`config.mk`:
```
export PLATFORM = sky130hd
export DESIGN_NAME = integer_to_ascii_formatter_top
export DESIGN_NICKNAME = d
export VERILOG_FILES = /design/src/i2a_pkg.sv /design/src/integer_to_ascii_formatter_top.sv /design/src/i2a_cell.sv
export SDC_FILE = /design/constraint.sdc
export NUM_CORES = 1
export LEC_CHECK = 0
export BUFFER_PORTS_ARGS = -buffer_cell sky130_fd_sc_hd__buf_2
export CORE_MARGIN = 4
export CORE_UTILIZATION = 60
export CTS_BUF_LIST = sky130_fd_sc_hd__clkbuf_8
export DETAILED_ROUTE_END_ITERATION = 10
export GPL_TIMING_DRIVEN = 1
export PLACE_DENSITY = 0.79
export SYNTH_ARGS = -nofsm -noshare
export SYNTH_HDL_FRONTEND = slang
export SYNTH_HIERARCHICAL = 1
export SYNTH_SLANG_ARGS = --single-unit
```
`constraint.sdc`:
```
create_clock -name clk -period 13.9 [get_ports clk]
set_clock_uncertainty 0.1 [all_clocks]
set_input_delay 0.695 -clock clk [delete_from_list [all_inputs] [get_ports clk]]
set_output_delay 0.695 -clock clk [all_outputs]
set_load 0.03 [all_outputs]
```
`src/i2a_pkg.sv`:
```
// ----------------------------------------------------------------------------
// i2a_pkg: shared types and constants of the integer to ASCII formatter
// Holds the format codes, the digit cell control word and the digit table.
// ----------------------------------------------------------------------------
package i2a_pkg;

	// Number of BCD digit cells: 2^64 - 1 has twenty decimal digits.
	localparam int NDIG       = 20;
	// Hex digits of a 64-bit value; the cells above these stay zero in hex mode.
	localparam int HEX_DIGITS = 16;
	localparam int VALUE_W    = 64;
	localparam int CNT_W      = 7;

	localparam logic [CNT_W-1:0] CONV_LAST = CNT_W'(VALUE_W - 1);
	localparam logic [CNT_W-1:0] DIG_COUNT = CNT_W'(NDIG);
	localparam logic [CNT_W-1:0] HEX_COUNT = CNT_W'(HEX_DIGITS);

	localparam logic [1:0] CMD_HEX  = 2'd0;
	localparam logic [1:0] CMD_UNS  = 2'd1;
	localparam logic [1:0] CMD_SGN  = 2'd2;
	// The remaining selector value has no meaning; such items are dropped.
	localparam logic [1:0] CMD_NONE = 2'd3;

	localparam logic [7:0] CH_ZERO  = 8'h30;
	localparam logic [7:0] CH_MINUS = 8'h2D;
	localparam logic [7:0] CH_X     = 8'h78;

	typedef enum logic [1:0] {
		OP_HOLD,
		OP_CLEAR,
		OP_BIT,
		OP_DIGIT
	} cell_op_t;

	typedef struct packed {
		cell_op_t op;
		logic     dec;
	} cell_ctrl_t;

	typedef enum logic [2:0] {
		ST_IDLE,
		ST_CONV,
		ST_SIGN,
		ST_X,
		ST_SKIP,
		ST_EMIT
	} state_t;

	// Upper-case hex character of one digit; decimal digits map the same way.
	function automatic logic [7:0] hex_char(input logic [3:0] d);
		logic [7:0] c;
		case (d)
			4'h0: c = 8'h30;
			4'h1: c = 8'h31;
			4'h2: c = 8'h32;
			4'h3: c = 8'h33;
			4'h4: c = 8'h34;
			4'h5: c = 8'h35;
			4'h6: c = 8'h36;
			4'h7: c = 8'h37;
			4'h8: c = 8'h38;
			4'h9: c = 8'h39;
			4'hA: c = 8'h41;
			4'hB: c = 8'h42;
			4'hC: c = 8'h43;
			4'hD: c = 8'h44;
			4'hE: c = 8'h45;
			default: c = 8'h46;
		endcase
		return c;
	endfunction

endpackage

```
`src/integer_to_ascii_formatter_top.sv`:
```
// Conversion: an accepted item is shifted bit-serially through the digit chain in
// 64 steps; the optional prefix ('0x' in hex, '-' for a negative signed value) and
// the digits follow, subject to output stalls. A new item is taken only once the
// last character of the previous one has been loaded into the output register.
// Reset: arst_n clears the sequencer and the output valid flag asynchronously;
// the digit cells, the shift register and the output character hold payload only and are not reset.
// ----------------------------------------------------------------------------
// integer_to_ascii_formatter_top: 64-bit value to ASCII hex or decimal string
// A double-dabble chain of digit cells converts the value, then the same chain
// shifts the digits out one per cycle unless the output stalls, most significant first.
// ----------------------------------------------------------------------------
module integer_to_ascii_formatter_top (
	input  logic        clk,
	input  logic        arst_n,
	input  logic        s_axis_tvalid,
	output logic        s_axis_tready,
	input  logic [63:0] s_axis_tdata,   // [63:0] value
	input  logic [1:0]  s_axis_tuser,   // [1:0] cmd
	output logic        m_axis_tvalid,
	input  logic        m_axis_tready,
	output logic [7:0]  m_axis_tdata,   // [7:0] ascii_char
	output logic        m_axis_tlast    // last
);

	i2a_pkg::state_t state_q, state_nxt;
	logic [i2a_pkg::CNT_W-1:0]   cnt_q;
	logic                        hex_q;
	logic                        neg_q;
	logic [i2a_pkg::VALUE_W-1:0] bin_q;
	logic                        out_valid_q;
	logic [7:0]                  out_data_q;
	logic                        out_last_q;

	logic        in_acc;
	logic        out_load;
	logic        skip_more;
	logic        emit;
	logic [7:0]  emit_char;
	logic        emit_last;
	logic        in_neg;
	logic [i2a_pkg::VALUE_W-1:0] in_mag;
	i2a_pkg::cell_ctrl_t ctrl;

	logic [3:0]            digit [i2a_pkg::NDIG];
	logic [i2a_pkg::NDIG-1:0] carry;
	logic [3:0]            top_digit;

	// The sequencer takes one item at a time; ready is high only when idle.
	assign s_axis_tready = (state_q == i2a_pkg::ST_IDLE);
	assign in_acc        = s_axis_tvalid && s_axis_tready;

	// The output register can take a new character when empty or being drained.
	assign out_load = emit && (!out_valid_q || m_axis_tready);

	// Signed mode negates a negative value; the most negative value gives 2^63
	// as an unsigned magnitude, which is exactly what the chain needs.
	assign in_neg = (s_axis_tuser == i2a_pkg::CMD_SGN) && s_axis_tdata[i2a_pkg::VALUE_W-1];
	assign in_mag = in_neg ? (~s_axis_tdata + 64'd1) : s_axis_tdata;

	assign top_digit = digit[i2a_pkg::NDIG-1];

	// Hex mode drops the four always-zero upper cells; decimal drops leading
	// zeros but keeps the last digit, so zero prints as a single '0'.
	assign skip_more = hex_q ? (cnt_q > i2a_pkg::HEX_COUNT)
	                         : ((top_digit == 4'd0) && (cnt_q > 7'd1));

	// Digit chain: cell 0 takes the next bit of the value, every cell hands
	// its carry and its digit up to the next one.
	for (genvar i = 0; i < i2a_pkg::NDIG; i++) begin : g_cell
		logic       b_in;
		logic [3:0] d_in;
		if (i == 0) begin : g_first
			assign b_in = bin_q[i2a_pkg::VALUE_W-1];
			assign d_in = 4'd0;
		end else begin : g_rest
			assign b_in = carry[i-1];
			assign d_in = digit[i-1];
		end
		i2a_cell u_cell (
			.clk      (clk),
			.ctrl     (ctrl),
			.bit_in   (b_in),
			.digit_in (d_in),
			.bit_out  (carry[i]),
			.digit    (digit[i])
		);
	end

	// Next state.
	always_comb begin
		state_nxt = state_q;
		case (state_q)
			i2a_pkg::ST_IDLE: begin
				if (in_acc && (s_axis_tuser != i2a_pkg::CMD_NONE)) begin
					state_nxt = i2a_pkg::ST_CONV;
				end
			end
			i2a_pkg::ST_CONV: begin
				if (cnt_q == 7'd0) begin
					state_nxt = (hex_q || neg_q) ? i2a_pkg::ST_SIGN : i2a_pkg::ST_SKIP;
				end
			end
			i2a_pkg::ST_SIGN: begin
				if (out_load) begin
					state_nxt = hex_q ? i2a_pkg::ST_X : i2a_pkg::ST_SKIP;
				end
			end
			i2a_pkg::ST_X: begin
				if (out_load) begin
					state_nxt = i2a_pkg::ST_SKIP;
				end
			end
			i2a_pkg::ST_SKIP: begin
				if (!skip_more) begin
					state_nxt = i2a_pkg::ST_EMIT;
				end
			end
			i2a_pkg::ST_EMIT: begin
				if (out_load && emit_last) begin
					state_nxt = i2a_pkg::ST_IDLE;
				end
			end
			default: state_nxt = i2a_pkg::ST_IDLE;
		endcase
	end

	// Outputs of the sequencer: cell control and the character to send.
	always_comb begin
		ctrl.dec  = !hex_q;
		ctrl.op   = i2a_pkg::OP_HOLD;
		emit      = 1'b0;
		emit_char = i2a_pkg::hex_char(top_digit);
		emit_last = 1'b0;
		case (state_q)
			i2a_pkg::ST_IDLE: begin
				if (in_acc) begin
					ctrl.op = i2a_pkg::OP_CLEAR;
				end
			end
			i2a_pkg::ST_CONV: begin
				ctrl.op = i2a_pkg::OP_BIT;
			end
			i2a_pkg::ST_SIGN: begin
				emit      = 1'b1;
				emit_char = hex_q ? i2a_pkg::CH_ZERO : i2a_pkg::CH_MINUS;
			end
			i2a_pkg::ST_X: begin
				emit      = 1'b1;
				emit_char = i2a_pkg::CH_X;
			end
			i2a_pkg::ST_SKIP: begin
				if (skip_more) begin
					ctrl.op = i2a_pkg::OP_DIGIT;
				end
			end
			i2a_pkg::ST_EMIT: begin
				emit      = 1'b1;
				emit_last = (cnt_q == 7'd1);
				if (out_load) begin
					ctrl.op = i2a_pkg::OP_DIGIT;
				end
			end
			default: ctrl.op = i2a_pkg::OP_HOLD;
		endcase
	end

	// Control registers: state, step counter and mode flags.
	always_ff @(posedge clk or negedge arst_n) begin
		if (!arst_n) begin
			state_q <= i2a_pkg::ST_IDLE;
			cnt_q   <= '0;
			hex_q   <= 1'b0;
			neg_q   <= 1'b0;
		end else begin
			state_q <= state_nxt;
			if (in_acc) begin
				cnt_q <= i2a_pkg::CONV_LAST;
				hex_q <= (s_axis_tuser == i2a_pkg::CMD_HEX);
				neg_q <= in_neg;
			end else if (state_q == i2a_pkg::ST_CONV) begin
				cnt_q <= (cnt_q == 7'd0) ? i2a_pkg::DIG_COUNT : (cnt_q - 7'd1);
			end else if (ctrl.op == i2a_pkg::OP_DIGIT) begin
				// The counter now holds the number of digits left in the chain.
				cnt_q <= cnt_q - 7'd1;
			end
		end
	end

	// Value shift register feeding cell 0 most significant bit first.
	always_ff @(posedge clk) begin
		if (in_acc) begin
			bin_q <= in_mag;
		end else if (state_q == i2a_pkg::ST_CONV) begin
			bin_q <= {bin_q[i2a_pkg::VALUE_W-2:0], 1'b0};
		end
	end

	// Output register: holds one character while the sink stalls.
	always_ff @(posedge clk or negedge arst_n) begin
		if (!arst_n) begin
			out_valid_q <= 1'b0;
		end else if (out_load) begin
			out_valid_q <= 1'b1;
		end else if (m_axis_tready) begin
			out_valid_q <= 1'b0;
		end
	end

	always_ff @(posedge clk) begin
		if (out_load) begin
			out_data_q <= emit_char;
			out_last_q <= emit_last;
		end
	end

	assign m_axis_tvalid = out_valid_q;
	assign m_axis_tdata  = out_data_q;
	assign m_axis_tlast  = out_last_q;

`ifndef SYNTHESIS
	a_last_ends_item: assert property (@(posedge clk) disable iff (!arst_n)
		(out_load && emit_last) |=> (state_q == i2a_pkg::ST_IDLE))
		else $error("last character did not return the sequencer to idle");

	a_conv_counts_down: assert property (@(posedge clk) disable iff (!arst_n)
		((state_q == i2a_pkg::ST_CONV) && (cnt_q != 7'd0)) |=>
		((state_q == i2a_pkg::ST_CONV) && (cnt_q == $past(cnt_q) - 7'd1)))
		else $error("conversion counter did not step down");

	a_digits_left_range: assert property (@(posedge clk) disable iff (!arst_n)
		((state_q == i2a_pkg::ST_SKIP) || (state_q == i2a_pkg::ST_EMIT)) |->
		((cnt_q != 7'd0) && (cnt_q <= i2a_pkg::DIG_COUNT)))
		else $error("digit count out of range while emitting");

	a_hex_all_digits: assert property (@(posedge clk) disable iff (!arst_n)
		((state_q == i2a_pkg::ST_EMIT) && hex_q) |-> (cnt_q <= i2a_pkg::HEX_COUNT))
		else $error("hex emission started with upper cells left");
`endif

endmodule

```
`src/i2a_cell.sv`:
```
// ----------------------------------------------------------------------------
// i2a_cell: one digit cell of the conversion chain
// Holds one 4-bit digit. Shifts one bit in from its lower neighbor (with the
// add-3 correction in decimal mode) or takes the neighbor's whole digit.
// ----------------------------------------------------------------------------
module i2a_cell (
	input  logic               clk,
	input  i2a_pkg::cell_ctrl_t ctrl,
	input  logic               bit_in,
	input  logic [3:0]         digit_in,
	output logic               bit_out,
	output logic [3:0]         digit
);

	logic [3:0] digit_q;
	logic [3:0] adj;

	always_comb begin
		adj = (ctrl.dec && (digit_q >= 4'd5)) ? (digit_q + 4'd3) : digit_q;
	end

	assign bit_out = adj[3];
	assign digit   = digit_q;

	always_ff @(posedge clk) begin
		case (ctrl.op)
			i2a_pkg::OP_CLEAR: digit_q <= 4'd0;
			i2a_pkg::OP_BIT:   digit_q <= {adj[2:0], bit_in};
			i2a_pkg::OP_DIGIT: digit_q <= digit_in;
			default:           digit_q <= digit_q;
		endcase
	end

endmodule

```
# Word level (Yosys, flattened, before mapping)
# Memories as Yosys holds them, arrays and structs flattened. A register that Yosys moved wholly into a read port is not among the register bits.
# Cells that the tools add are included.
[op_classes]
add_sub_neg = 22
magnitude_cmp = 22
div = 0
shifts = 0
n_bitwise = 1
n_mux = 68
n_eq_ne = 17
n_reduce_logical = 42
mul = 0
[op_table]
columns = ["operator", "n"]
rows = [
  ["$pmux 4 s3", 19],
  ["$mux 64", 3],
  ["$ge 4x3->1 const B", 20],
  ["$mux 4", 20],
  ["$add 4x2->4 const B", 19],
  ["$add 64x1->64 const B", 1],
  ["$not 64->64", 1],
  ["$mux 7", 4],
  ["$mux 3", 9],
  ["$logic_and 1x1->1", 26],
  ["$pmux 3 s6", 1],
  ["$pmux 8 s2", 1],
  ["$ne 2x2->1 const B", 6],
  ["$pmux 2 s4", 1],
  ["$pmux 4 s2", 1],
  ["$eq 7x1->1 const B", 1],
  ["$gt 7x1->1 const B", 1],
  ["$gt 7x5->1 const B", 1],
  ["$logic_not 7->1", 1],
  ["$sub 7x1->7 const B", 1],
  ["$eq 2x2->1 const B", 3],
  ["$eq 3x2->1 const B", 2],
  ["$eq 3x3->1 const B", 2],
  ["$mux 1", 6],
  ["other kinds (16)", 22],
]
[word_totals]
mem_count = 1
reg_bits = 166
out_inout_bits = 11
in_bits = 70
ramBits = 0
rom_bits = 112
latch_bits = 0
[mem_list]
columns = ["memory", "depth", "word_bits", "read_ports", "rd_clocked_by_memory_dff", "wr", "line_no", "text"]
rows = [
  ["(no name shown)", 16, 7, 1, 1, 0, "i2a_pkg.sv:52", "case (d)"],
]

# Longest topological paths before layout
[logic_depth]
word_depth = 10
mapped_depth = 9
depth_no_buf = 9

# By module
# Netlist, hierarchy kept.
[modules_own_cells]
columns = ["mod", "n_inst", "cells_per_inst", "area_per_inst_um2", "seq_area_each_um2"]
rows = [
  ["i2a_cell", 20, 29, 295.3, 120.1],
  ["integer_to_ascii_formatter_top", 1, 578, 5368.9, 2487.4],
]

# Least setup slack after synthesis
# OpenSTA, ideal clock, no wires.
[synth_timing]
path_kind = "register -> register"
start = "register g_cell[19].u_cell.digit_q[0]"
end = "register g_cell[0].u_cell.digit_q[3], data pin"
n_path_buf = 0
t_required_ns = 13.541
stages_incl_launch_ff = 9
setup_slack_ns = 6.228
arrival_ns = 7.312
path_cell_list = "edfxtp_1 > inv_1 > ha_1 > or3b_2 > a32o_1 > or2_2 > o21ai_0 > inv_1 > o211a_1"
[synth_lines]
columns = ["element", "line_no", "text"]
rows = [
  ["start, declared", "i2a_cell.sv:15", "logic [3:0] digit_q;"],
  ["start signal, assigned", "i2a_cell.sv:28", "i2a_pkg::OP_BIT: digit_q <= {adj[2:0], bit_in};"],
  ["start signal, assigned", "i2a_cell.sv:29", "i2a_pkg::OP_DIGIT: digit_q <= digit_in;"],
  ["start signal, assigned", "i2a_cell.sv:30", "default: digit_q <= digit_q;"],
  ["end signal, assigned", "i2a_cell.sv:28", ""],
  ["end signal, assigned", "i2a_cell.sv:29", ""],
  ["end signal, assigned", "i2a_cell.sv:30", ""],
  ["end, declared", "i2a_cell.sv:15", ""],
]

==> results.sh <==
export IMPL_min_path_type="reg2reg"
export IMPL_die_w_um=145
export IMPL_ios=81
export IMPL_hold_viol_final=0
export IMPL_final_common_cell="o21ai_0"
export IMPL_wl_per_cell_um=15.7
export IMPL_drv_slew=0
export IMPL_viasPerCell=6.05
export IMPL_ant_nets=0
export IMPL_layout_nets=1349
export IMPL_cp_start_kind="flip-flop"
export IMPL_worst_slack_ns=10.25
export IMPL_antenna_found_initial=0
export IMPL_clockRootBuffer="clkbuf_8"
export IMPL_fin_util_pct=67.6
export IMPL_die_h_um=145
export IMPL_fin_setup_tns_ns=0
export IMPL_fill_cells=1432
export IMPL_pre_cts_ws_ns=10.12
export IMPL_tritoncts="built"
export IMPL_cts_sinks=165
export IMPL_rsz0062_at_grt="no"
export IMPL_layout_common_cells="168 x o21ai_0, 152 x edfxtp_1, 81 x nand2_1"
export IMPL_relSlewSlack_pct=25.4
export IMPL_die_area_um2=21000
export IMPL_grt_pass1_vias=8395
export IMPL_crit_required_ns=14.01
export IMPL_areaGrowthSynthToFinish_pct=9.44
export IMPL_dp_cells=1441
export IMPL_drive_gt1_share_pct=12.4
export IMPL_synth_cell_area_um2=11300
export IMPL_yosysWarnings=6
export IMPL_firstDrtPassIters=6
export IMPL_postSynthCellCount=1155
export IMPL_place_gp_congestion=0.952
export IMPL_p_leak_nw=4.89
export IMPL_finalSetupViolations=0
export IMPL_period_minus_slack_ns=3.65
export IMPL_rows=49
export IMPL_cap_violations=0
export IMPL_critical_path_arrival_ns=3.77
export IMPL_worstMarginPinSlew_ns=1.12
export IMPL_routed_wl_um=23100
export IMPL_ir_drop_v=0.000107
export IMPL_critical_path_peak_fanout=66
export IMPL_fmax_ghz=0.274
export IMPL_overflow=0
export IMPL_multi_input_area_um2=6010
export IMPL_drc=0
export IMPL_vias=8916
export IMPL_grt_max_degree=118
export IMPL_clk_latency_ns=0.48
export IMPL_clkTransAtPathRegs_ns=0.09
export IMPL_worst_r2r_path_depth=8
export IMPL_p_total_w=0.00280
export IMPL_period_share_pct=26.3
export IMPL_clockBufferDepth=2
export IMPL_power_density_nw_per_um2=227
export IMPL_drt_iter0_markers=540
export IMPL_stdcell_count=1474
export IMPL_outcome="finished clean"
export IMPL_h_tree_depth=4
export IMPL_critPathKind="reg2reg"
export IMPL_ctsResizeCount=0
export IMPL_end_kind="flip-flop"
export IMPL_antenna_cells=0
export IMPL_regArea_um2=4890
export IMPL_grt_pass1_wl_um=39300
export IMPL_grt_total_usage_pct=21.9
export IMPL_numCtsBuffers=17
export IMPL_place_port_buffers=79
export IMPL_initial_core_util_pct=61.8
export IMPL_hpwlAfterDp_um=16100
export IMPL_holdPathStages=2
export IMPL_coreArea_um2=18200
export IMPL_syn_mean_instance_area_um2=9.75
layer usage:
layer  vias to the layer above  GRT usage, %  routed length (µm)
met5                         -             0                   0
met3                        21          3.68                1030
met1                      4209          29.5               10600
met4                         0          6.32                 275
met2                       215          36.9               11200
li1                       4471             -                   -
report_power, final:
part	internal, W	total [W]	switching (W)	leakage, nW
combinational	0.000524	0.00129	0.000762	3.00
sequential	0.000938	0.00115	0.000210	1.70
clock	0.000178	0.000363	0.000185	0.192
critical path, cell delays in order (launching register included):
cell,delay [ns]
dfrtp_1,0.45
clkinv_1,0.50
buf_4,0.46
o32ai_1,0.19
o21ai_0,0.16
a21boi_0,0.40
inv_2,0.34
buf_4,0.40
or2_1,0.34
flip-flops by register name, summed over array words and instances (netlist names):
register	cells
bin_q	64
cnt_q	7
g_cell.u_cell/digit	80
hex_q	1
m_axis_tdata	7
m_axis_tlast	1
m_axis_tvalid	1
neg_q	1
state_q	3
repair_timing:
| item | 4_1_cts | 5_1_grt |
|---|---|---|
| hold buffers | 1 | 0 |
| hold endpoints to repair | 13 | 0 |
| buffers inserted | 0 | 0 |
worst paths after layout:
kind / endpoint / start / slack, ns
worst min register to register: neg_q / neg_q / 0.40
max in group asynchronous: cnt_q[1] / arst_n / 12.92
worst min-delay path: neg_q / neg_q / 0.40
min in group asynchronous: state_q[2] / arst_n / 0.55
worst max register to register: g_cell[10].u_cell/digit[2] / hex_q / 10.25
worst max-delay path: g_cell[10].u_cell/digit[2] / hex_q / 10.25
final cells by class:
type / count / share of cell area [%]
clock inverters: 15 / 1.48
well taps: 229 / 2.33
inverters: 71 / 2.16
clock buffers: 17 / 1.90
multi-input cells: 891 / 48.8
flip-flops and latches: 165 / 39.7
repair buffers: 86 / 3.66
metrics by stage:
stage | instance area [µm²] | hold WS (ns)
after floorplan | 11300 | 0.299
after global placement | 11900 | 0.400
after detailed placement | 11900 | 0.387
after CTS | 12300 | 0.407
after global routing | 12300 | 0.449
final | 12300 | 0.401
Note: power is estimated with default switching activity, not from simulation.
